[src/hw/rtl/planar_tile_sprite_blitter_assert.svh]
// Assertion helpers shared by the blitter modules.
// Each expects aclk and aresetn to be in scope.
`ifndef PLANAR_TILE_SPRITE_BLITTER_ASSERT_SVH
`define PLANAR_TILE_SPRITE_BLITTER_ASSERT_SVH

// Same-cycle implication.
`define PTSB_ASSERT_NOW(label, ante, cons, msg) \
    label: assert property (@(posedge aclk) disable iff (!aresetn) (ante) |-> (cons)) \
        else $error(msg);

// Next-cycle implication.
`define PTSB_ASSERT_NEXT(label, ante, cons, msg) \
    label: assert property (@(posedge aclk) disable iff (!aresetn) (ante) |=> (cons)) \
        else $error(msg);

`endif

[src/hw/rtl/ptsb_pkg.sv]
`timescale 1ns / 1ps
package ptsb_pkg;

    localparam int COORD_BITS     = 12;
    localparam int XY_BITS        = 13;
    localparam int LANES          = 8;
    localparam int LANE_IDX_BITS  = $clog2(LANES);
    localparam int LINE_BITS      = 3;
    localparam int TILE_BITS      = 8;
    localparam int MODE_BITS      = 4;
    localparam int COLOR_BITS     = 2;
    localparam int CFG_INDEX_BITS = 3;
    localparam int CFG_DATA_BITS  = 12;
    localparam int IN_DATA_BITS   = 16;
    localparam int OUT_DATA_BITS  = 32;
    localparam int OUT_PAD_BITS   = OUT_DATA_BITS - 2 * XY_BITS - COLOR_BITS;

    localparam logic [LINE_BITS-1:0] LINE_LAST = LINE_BITS'(LANES - 1);

    // Configuration register indexes
    localparam logic [CFG_INDEX_BITS-1:0] REG_ORIGIN_X     = 3'd0;
    localparam logic [CFG_INDEX_BITS-1:0] REG_ORIGIN_Y     = 3'd1;
    localparam logic [CFG_INDEX_BITS-1:0] REG_WIDTH_TILES  = 3'd2;
    localparam logic [CFG_INDEX_BITS-1:0] REG_HEIGHT_TILES = 3'd3;
    localparam logic [CFG_INDEX_BITS-1:0] REG_BLEND_MODE   = 3'd4;
    localparam logic [CFG_INDEX_BITS-1:0] REG_TWO_PLANE    = 3'd5;

    // Blend modes that let color zero through as a hole
    localparam logic [MODE_BITS-1:0] MODE_CLEAR_A = 4'h0;
    localparam logic [MODE_BITS-1:0] MODE_CLEAR_B = 4'h5;
    localparam logic [MODE_BITS-1:0] MODE_CLEAR_C = 4'ha;
    localparam logic [MODE_BITS-1:0] MODE_CLEAR_D = 4'hf;

    localparam logic [COLOR_BITS-1:0] BLEND_LUT [4][16] = '{
        '{2'd0, 2'd0, 2'd0, 2'd0, 2'd1, 2'd0, 2'd1, 2'd1,
          2'd2, 2'd2, 2'd0, 2'd2, 2'd3, 2'd3, 2'd3, 2'd0},
        '{2'd0, 2'd1, 2'd2, 2'd3, 2'd0, 2'd1, 2'd2, 2'd3,
          2'd0, 2'd1, 2'd2, 2'd3, 2'd0, 2'd1, 2'd2, 2'd3},
        '{2'd1, 2'd2, 2'd3, 2'd1, 2'd1, 2'd2, 2'd3, 2'd1,
          2'd1, 2'd2, 2'd3, 2'd1, 2'd1, 2'd2, 2'd3, 2'd1},
        '{2'd2, 2'd3, 2'd1, 2'd2, 2'd2, 2'd3, 2'd1, 2'd2,
          2'd2, 2'd3, 2'd1, 2'd2, 2'd2, 2'd3, 2'd1, 2'd2}
    };

    typedef struct packed {
        logic                  draw;
        logic [COLOR_BITS-1:0] color;
    } lane_out_t;

    typedef struct packed {
        logic [XY_BITS-1:0] x_base;
        logic [XY_BITS-1:0] y;
    } pos_t;

    function automatic logic is_transparent(input logic [MODE_BITS-1:0] mode);
        return mode inside {MODE_CLEAR_A, MODE_CLEAR_B, MODE_CLEAR_C, MODE_CLEAR_D};
    endfunction

    function automatic logic [COLOR_BITS-1:0] blend_lookup(
        input logic [COLOR_BITS-1:0] color,
        input logic [MODE_BITS-1:0]  mode
    );
        return BLEND_LUT[color][mode];
    endfunction

endpackage

[src/hw/rtl/planar_tile_sprite_blitter.sv]
`timescale 1ns / 1ps
// Each accepted word is registered in the merge stage, then its drawn pixels move to the output
// register in turn, leftmost first, one pixel per cycle while m_tready does not stall the output.
// A new word is taken only when no pixels are pending or the last pending pixel pops.
// Words with no drawn pixel leave the merge stage free and produce no output.
// Reset (aresetn low at a clock edge): counters, pending pixels and output valid clear,
// registers return to origin 0,0, size 1x1 tiles, blend mode 1, two-plane mode on.
module planar_tile_sprite_blitter
    import ptsb_pkg::*;
(
    input  logic                      aclk,
    input  logic                      aresetn,
    input  logic                      cfg_valid,
    output logic                      cfg_ready,
    input  logic [CFG_INDEX_BITS-1:0] cfg_index,
    input  logic [CFG_DATA_BITS-1:0]  cfg_data,
    input  logic                      s_tvalid,
    output logic                      s_tready,
    input  logic [IN_DATA_BITS-1:0]   s_tdata,   // low_plane[7:0], high_plane[15:8]
    output logic                      m_tvalid,
    input  logic                      m_tready,
    output logic [OUT_DATA_BITS-1:0]  m_tdata,   // pixel_x[12:0], pixel_y[25:13],
                                                 // pixel_color[27:26], zero[31:28]
    output logic                      m_tlast
);

    logic [COORD_BITS-1:0] origin_x_reg, origin_y_reg;
    logic [TILE_BITS-1:0]  width_reg, height_reg;
    logic [MODE_BITS-1:0]  mode_reg;
    logic                  two_plane_reg;

    logic                  accept;
    logic                  in_ready;
    pos_t                  pos;
    lane_out_t [LANES-1:0] lanes;
    logic [7:0]            low_plane, high_plane;
    logic [XY_BITS-1:0]    px, py;
    logic [COLOR_BITS-1:0] pcolor;

    assign cfg_ready = 1'b1;

    always_ff @(posedge aclk) begin
        if (!aresetn) begin
            origin_x_reg  <= '0;
            origin_y_reg  <= '0;
            width_reg     <= TILE_BITS'(1);
            height_reg    <= TILE_BITS'(1);
            mode_reg      <= MODE_BITS'(1);
            two_plane_reg <= 1'b1;
        end else if (cfg_valid && cfg_ready) begin
            case (cfg_index)
                REG_ORIGIN_X:     origin_x_reg  <= cfg_data[COORD_BITS-1:0];
                REG_ORIGIN_Y:     origin_y_reg  <= cfg_data[COORD_BITS-1:0];
                REG_WIDTH_TILES:  width_reg     <= cfg_data[TILE_BITS-1:0];
                REG_HEIGHT_TILES: height_reg    <= cfg_data[TILE_BITS-1:0];
                REG_BLEND_MODE:   mode_reg      <= cfg_data[MODE_BITS-1:0];
                REG_TWO_PLANE:    two_plane_reg <= cfg_data[0];
                default: begin
                    // drop writes to unmapped indexes
                end
            endcase
        end
    end

    assign s_tready   = in_ready;
    assign accept     = s_tvalid && in_ready;
    assign low_plane  = s_tdata[7:0];
    assign high_plane = s_tdata[15:8];

    ptsb_walk u_walk (
        .aclk         (aclk),
        .aresetn      (aresetn),
        .advance      (accept),
        .origin_x     (origin_x_reg),
        .origin_y     (origin_y_reg),
        .width_tiles  (width_reg),
        .height_tiles (height_reg),
        .pos          (pos)
    );

    // lane i handles the i-th pixel from the left, which is bit 7-i of each plane
    for (genvar i = 0; i < LANES; i++) begin : g_lane
        ptsb_lane u_lane (
            .lo_bit     (low_plane[LANES-1-i]),
            .hi_bit     (high_plane[LANES-1-i]),
            .two_plane  (two_plane_reg),
            .blend_mode (mode_reg),
            .result     (lanes[i])
        );
    end

    ptsb_merge u_merge (
        .aclk      (aclk),
        .aresetn   (aresetn),
        .load      (accept),
        .lanes     (lanes),
        .pos       (pos),
        .in_ready  (in_ready),
        .out_valid (m_tvalid),
        .out_ready (m_tready),
        .out_x     (px),
        .out_y     (py),
        .out_color (pcolor),
        .out_last  (m_tlast)
    );

    assign m_tdata = {{OUT_PAD_BITS{1'b0}}, pcolor, py, px};

endmodule

[src/hw/rtl/ptsb_lane.sv]
`timescale 1ns / 1ps
module ptsb_lane
    import ptsb_pkg::*;
(
    input  logic                 lo_bit,
    input  logic                 hi_bit,
    input  logic                 two_plane,
    input  logic [MODE_BITS-1:0] blend_mode,
    output lane_out_t            result
);

    logic [COLOR_BITS-1:0] raw_color;

    assign raw_color    = two_plane ? {hi_bit, lo_bit} : {1'b0, lo_bit};
    assign result.draw  = !(is_transparent(blend_mode) && (raw_color == '0));
    assign result.color = blend_lookup(raw_color, blend_mode);

endmodule

[src/hw/rtl/ptsb_walk.sv]
`timescale 1ns / 1ps
`include "planar_tile_sprite_blitter_assert.svh"
module ptsb_walk
    import ptsb_pkg::*;
(
    input  logic                  aclk,
    input  logic                  aresetn,
    input  logic                  advance,
    input  logic [COORD_BITS-1:0] origin_x,
    input  logic [COORD_BITS-1:0] origin_y,
    input  logic [TILE_BITS-1:0]  width_tiles,
    input  logic [TILE_BITS-1:0]  height_tiles,
    output pos_t                  pos
);

    logic [LINE_BITS-1:0] line_reg, line_next;
    logic [TILE_BITS-1:0] col_reg, col_next;
    logic [TILE_BITS-1:0] row_reg, row_next;

    always_comb begin
        line_next = line_reg;
        col_next  = col_reg;
        row_next  = row_reg;
        if (advance) begin
            if (line_reg != LINE_LAST) begin
                line_next = line_reg + 1'b1;
            end else begin
                line_next = '0;
                // widths of zero behave as one: the compare never passes
                if (({1'b0, col_reg} + 1'b1) < {1'b0, width_tiles}) begin
                    col_next = col_reg + 1'b1;
                end else begin
                    col_next = '0;
                    if (({1'b0, row_reg} + 1'b1) < {1'b0, height_tiles}) begin
                        row_next = row_reg + 1'b1;
                    end else begin
                        row_next = '0;
                    end
                end
            end
        end
    end

    always_ff @(posedge aclk) begin
        if (!aresetn) begin
            line_reg <= '0;
            col_reg  <= '0;
            row_reg  <= '0;
        end else begin
            line_reg <= line_next;
            col_reg  <= col_next;
            row_reg  <= row_next;
        end
    end

    assign pos.x_base = XY_BITS'(origin_x) + XY_BITS'({col_reg, 3'b000});
    assign pos.y      = XY_BITS'(origin_y) + XY_BITS'({row_reg, 3'b000})
                      + XY_BITS'(line_reg);

    `PTSB_ASSERT_NEXT(a_walk_hold, !advance, $stable({line_reg, col_reg, row_reg}),
        "walk counters moved without an accepted word")
    `PTSB_ASSERT_NEXT(a_walk_line, advance && (line_reg != LINE_LAST),
        (line_reg == $past(line_reg) + 1'b1) && $stable(col_reg) && $stable(row_reg),
        "line step disturbed tile counters")

endmodule

[src/hw/rtl/ptsb_merge.sv]
`timescale 1ns / 1ps
`include "planar_tile_sprite_blitter_assert.svh"
module ptsb_merge
    import ptsb_pkg::*;
(
    input  logic                   aclk,
    input  logic                   aresetn,
    input  logic                   load,
    input  lane_out_t [LANES-1:0]  lanes,
    input  pos_t                   pos,
    output logic                   in_ready,
    output logic                   out_valid,
    input  logic                   out_ready,
    output logic [XY_BITS-1:0]     out_x,
    output logic [XY_BITS-1:0]     out_y,
    output logic [COLOR_BITS-1:0]  out_color,
    output logic                   out_last
);

    logic [LANES-1:0]                 mask_reg, mask_next, new_mask, rest_mask;
    logic [LANES-1:0][COLOR_BITS-1:0] color_reg;
    logic [XY_BITS-1:0]               x_base_reg, y_reg;
    logic                             valid_reg;
    logic [XY_BITS-1:0]               x_reg;
    logic [XY_BITS-1:0]               oy_reg;
    logic [COLOR_BITS-1:0]            ocolor_reg;
    logic                             last_reg;
    logic [LANE_IDX_BITS-1:0]         idx;
    logic                             out_free, pop, pop_last;

    always_comb begin
        for (int i = 0; i < LANES; i++) begin
            new_mask[i] = lanes[i].draw;
        end
    end

    // leftmost pending pixel goes first
    always_comb begin
        idx = '0;
        for (int i = LANES - 1; i >= 0; i--) begin
            if (mask_reg[i]) idx = LANE_IDX_BITS'(i);
        end
    end

    assign rest_mask = mask_reg & ~(LANES'(1) << idx);
    assign out_free  = !valid_reg || out_ready;
    assign pop       = out_free && (mask_reg != '0);
    assign pop_last  = (rest_mask == '0);
    assign in_ready  = (mask_reg == '0) || (pop && pop_last);

    always_comb begin
        mask_next = mask_reg;
        if (load) begin
            mask_next = new_mask;
        end else if (pop) begin
            mask_next = rest_mask;
        end
    end

    always_ff @(posedge aclk) begin
        if (!aresetn) begin
            mask_reg  <= '0;
            valid_reg <= 1'b0;
        end else begin
            mask_reg <= mask_next;
            if (pop) begin
                valid_reg <= 1'b1;
            end else if (out_ready) begin
                valid_reg <= 1'b0;
            end
        end
    end

    always_ff @(posedge aclk) begin
        if (load) begin
            for (int i = 0; i < LANES; i++) begin
                color_reg[i] <= lanes[i].color;
            end
            x_base_reg <= pos.x_base;
            y_reg      <= pos.y;
        end
        if (pop) begin
            x_reg      <= x_base_reg + XY_BITS'(idx);
            oy_reg     <= y_reg;
            ocolor_reg <= color_reg[idx];
            last_reg   <= pop_last;
        end
    end

    assign out_valid = valid_reg;
    assign out_x     = x_reg;
    assign out_y     = oy_reg;
    assign out_color = ocolor_reg;
    assign out_last  = last_reg;

    `PTSB_ASSERT_NOW(a_merge_ready, mask_reg == '0, in_ready,
        "input stalled with no pixels pending")
    `PTSB_ASSERT_NEXT(a_merge_pop, pop, valid_reg,
        "popped pixel did not reach the output register")
    `PTSB_ASSERT_NEXT(a_merge_hold, (mask_reg != '0) && valid_reg && !out_ready,
        $stable(mask_reg), "pending pixels changed during output stall")
    `PTSB_ASSERT_NEXT(a_merge_count, pop && !load,
        $countones(mask_reg) == $countones($past(mask_reg)) - 1,
        "pop did not retire exactly one pixel")

endmodule
[config.mk]
export PLATFORM = sky130hd
export DESIGN_NAME = planar_tile_sprite_blitter
export DESIGN_NICKNAME = d
export VERILOG_FILES = /design/src/hw/rtl/ptsb_pkg.sv /design/src/hw/rtl/planar_tile_sprite_blitter.sv /design/src/hw/rtl/ptsb_lane.sv /design/src/hw/rtl/ptsb_walk.sv /design/src/hw/rtl/ptsb_merge.sv
export VERILOG_INCLUDE_DIRS = /design/src /design/src/hw/rtl
export SDC_FILE = /design/constraint.sdc
export NUM_CORES = 1
export LEC_CHECK = 0
export ABC_AREA = 1
export BUFFER_PORTS_ARGS = -buffer_cell sky130_fd_sc_hd__buf_4
export CAP_MARGIN = 20
export CORE_MARGIN = 5
export CORE_UTILIZATION = 41
export DETAILED_ROUTE_END_ITERATION = 8
export PLACE_DENSITY_LB_ADDON = 0.2
export SLEW_MARGIN = 20
export SYNTH_ARGS = -nofsm -noshare
export SYNTH_HDL_FRONTEND = slang
export SYNTH_SLANG_ARGS = --single-unit
export TNS_END_PERCENT = 20
[constraint.sdc]
create_clock -name aclk -period 6.3 [get_ports aclk]
set_input_delay 0.63 -clock aclk [delete_from_list [all_inputs] [get_ports aclk]]
set_output_delay 0.63 -clock aclk [all_outputs]
set_load 0.005 [all_outputs]
==> flow_summary_export.csv <==
group,metric,value,unit
worst_setup_path,r2r_slack,3.34,ns
finish,antennaDiodeCount,0,
clock_network,root_buffer,"clkbuf_16",
die,die_area,24300,um2
die,die_h,156,um
timing,hold_viol,0,
clock_network,post_cts_buffers,0,
power,p_leak,0.00452,uW
flow_run,maxCapViolCount,0,
worst_setup_path,crit_family,"simple AND/OR/NAND/NOR gates",
finish,area_growth_syn_to_layout,14.7,%
timing,min_period,2.96,ns
worst_setup_path,cp-end-kind,"register",
power,power,3470,uW
routing,drc,0,
clock_network,htreeDepth,4,
routing,wl,20200,um
worst_setup_path,cp_common_cell,"nand2_1",
clock_network,cts_buffers,17,
die,initial_core_util,41.6,%
global_routing,grt_pass1_vias,6629,
routing,drt_iter0_markers,517,
logic_synthesis,synthFlopType,"dfxtp_1",
global_routing,antenna_found_initial,1,
worst_setup_path,worstPathArrival,3.13,ns
clock_network,ctsHoldBuffers,0,
place,hpwlAfterDp,14700,um
finish,multi_input_area,4300,um2
worst_setup_path,crit_slowest_cell,"dfxtp_1",
die,rows,53,
timing,skew,0.00704,ns
min_path,worst_hold_path_type,"register to register",
place,placed_cell_area,9400,um2
logic_synthesis,ys_seq_elements,144,
worst_setup_path,required,6.48,ns
finish,nNetsFinal,1243,
clock_network,insertion_delay,0.42,ns
die,core_area,21000,um2
logic_synthesis,syn_avg_cell_area,8.06,um2
timing,worst-slew-pin-transition,0.934,ns
logic_synthesis,synth_edf_count,71,
worst_setup_path,path_class,"register to register",
place,io_buffers,66,
logic_synthesis,yosysSeqAreaShare,41.2,%
worst_setup_path,critPathBufInv,2,
finish,layout-drive-gt1-share,10.7,%
finish,final_core_util,47.7,%
timing,setup_violations,0,
routing,wl_per_cell,14.2,um
clock_network,path_clk_slew,0.06,ns
logic_synthesis,synthCells,1081,
logic_synthesis,synthArstFlopShare,0,%
finish,regArea,3590,um2
global_routing,grt_pass1_wl,33200,um
timing,relSlewSlack,37.5,%
timing,clock.fmax,338,MHz
global_routing,grt_use_total,16.9,%
finish,largest_reg_flops,16,
routing,drtPass1Iterations,5,
logic_synthesis,yosysWarnings,0,
die,pin_count,72,
logic_synthesis,synth.distinct_cells,50,
timing,fin_tns_setup,0,ns
die,dieWidth,156,um
routing,ant_nets,0,
finish,nFillCells,2084,
global_routing,grt_remaining_overflow,0,
worst_setup_path,slowest_delay,0.38,ns
place,dpl_worst_slack,3.31,ns
place,gp_congestion,0.846,
global_routing,grt_max_degree,59,
run_status,status,"complete, no violations",
timing,worst_slack,3.34,ns
power,ir_drop,0.154,mV
logic_synthesis,syn_area,8710,um2
timing,period_share,46.9,%
clock_network,cts_resized,0,
clock_network,cts_tree,"built",
routing,viasPerCell,5.04,
timing,drv_slew,0,
finish,final_area,10000,um2
worst_setup_path,cp-start-kind,"register",
routing,vias,7161,
worst_setup_path,crit_chain,"nand2_1 > nand2_1 > nand2_1 > nand2_1 > nand2_1 > nand2_1 > nand2_2 > inv_1 > ha_1 > fa_1 > a21oi_1 > nor3_1 > inv_1 > nor4_1 > nand4_1 > xnor2_1",
clock_network,cts_sinks,144,
power,cellPowerDensity,347,nW/um2
timing,rsz0062_at_grt,"false",
worst_setup_path,crit_fanout,6,
clock_network,cts_buffer_depth,2,
## through the flow
stage               hold slack [ns]  cells
finish                        0.419   1420
floorplan                     0.400   1084
detailed placement            0.405   1388
CTS                           0.420   1420
global route                  0.424   1420
global placement              0.404   1388
## logic make-up (layout without fill, tap and decap cells)
family	Yosys count	after routing	synth area share (%)
AO/OA/AOI/OAI	229	229	15.3
adder cells (fa/ha/maj)	75	75	11.0
XOR/XNOR	39	39	3.92
flip-flops	144	144	41.2
other	2	5	0.0862
buffers and inverters	209	270	9.58
AND/OR/NAND/NOR	383	383	18.8
## power breakdown
| part | total (uW) | internal, uW | switching, uW |
|---|---|---|---|
| logic | 971 | 369 | 602 |
| registers | 1480 | 1370 | 110 |
| clock network | 1020 | 597 | 424 |
## layer usage
metal	vias up	global-route usage [%]	wire length (um)
met5	-	0	0
met4	0	5.29	304
met3	23	2.83	903
met2	174	25.5	8830
met1	3254	24.8	10200
li1	3710	-	-
## worst register-to-register path, cell delays in order (launching register included)
cell and delay, ns:
dfxtp_1 0.38, nand2_1 0.07, nand2_1 0.05, nand2_1 0.05, nand2_1 0.09, nand2_1 0.11, nand2_1 0.11, nand2_2 0.08
inv_1 0.15, ha_1 0.24, fa_1 0.22, a21oi_1 0.09, nor3_1 0.31, inv_1 0.07, nor4_1 0.35, nand4_1 0.19
xnor2_1 0.16
## cell type report
class | count | share of cell area (%)
Multi-Input combinational cell | 731 | 43.0
Clock buffer | 17 | 4.25
Tap cell | 275 | 3.44
Sequential cell | 144 | 35.9
Inverter | 168 | 6.34
Clock inverter | 15 | 1.76
Timing Repair Buffer | 70 | 5.26
## worst paths after layout
kind                       startpoint  cells after the start           endpoint
setup reg to reg  u_merge.mask_reg[7]                     16  u_merge.out_x[12]
setup / recovery  u_merge.mask_reg[7]                     16  u_merge.out_x[12]
hold reg to reg      u_merge.y_reg[0]                      0   u_merge.out_y[0]
hold / removal       u_merge.y_reg[0]                      0   u_merge.out_y[0]
## layout by cell type, fill, tap and decap left out, types with 3 or more instances in the layout
cell	count
a21oi_1	73
buf_4	70
clkbuf_16	17
clkinv_4	4
conb_1	5
dfxtp_1	73
edfxtp_1	71
fa_1	3
ha_1	72
inv_1	164
inv_6	4
inv_8	3
nand2_1	176
nand2_2	3
nand2_4	3
nand3_1	56
nand4_1	12
nor2_1	113
nor3_1	6
o2111ai_1	8
o211ai_1	25
o21ai_0	91
o21bai_1	3
o221ai_1	15
o22ai_1	3
xnor2_1	6
xor2_1	33
## cells in the mapped netlist (2+ instances only)
master | n | area, um2
a21boi_0 | 2 | 15.0
a21oi_1 | 73 | 365
a221oi_1 | 2 | 17.5
a31oi_1 | 2 | 12.5
buf_1 | 4 | 15.0
buf_4 | 5 | 37.5
buf_6 | 2 | 22.5
clkbuf_1 | 28 | 105
conb_1 | 2 | 7.51
dfxtp_1 | 73 | 1460
edfxtp_1 | 71 | 2130
fa_1 | 3 | 60.1
ha_1 | 72 | 901
inv_1 | 164 | 616
nand2_1 | 176 | 661
nand2_2 | 3 | 18.8
nand2_4 | 3 | 33.8
nand3_1 | 56 | 280
nand3_2 | 2 | 20.0
nand3b_1 | 2 | 15.0
nand4_1 | 12 | 75.1
nor2_1 | 114 | 428
nor3_1 | 6 | 30.0
o2111ai_1 | 8 | 70.1
o211ai_1 | 25 | 188
o21ai_0 | 91 | 455
o21bai_1 | 3 | 22.5
o221ai_1 | 15 | 131
o22ai_1 | 3 | 18.8
or2_2 | 2 | 12.5
xnor2_1 | 6 | 52.6
xor2_1 | 33 | 289
Power figures use the tool's default switching activity.
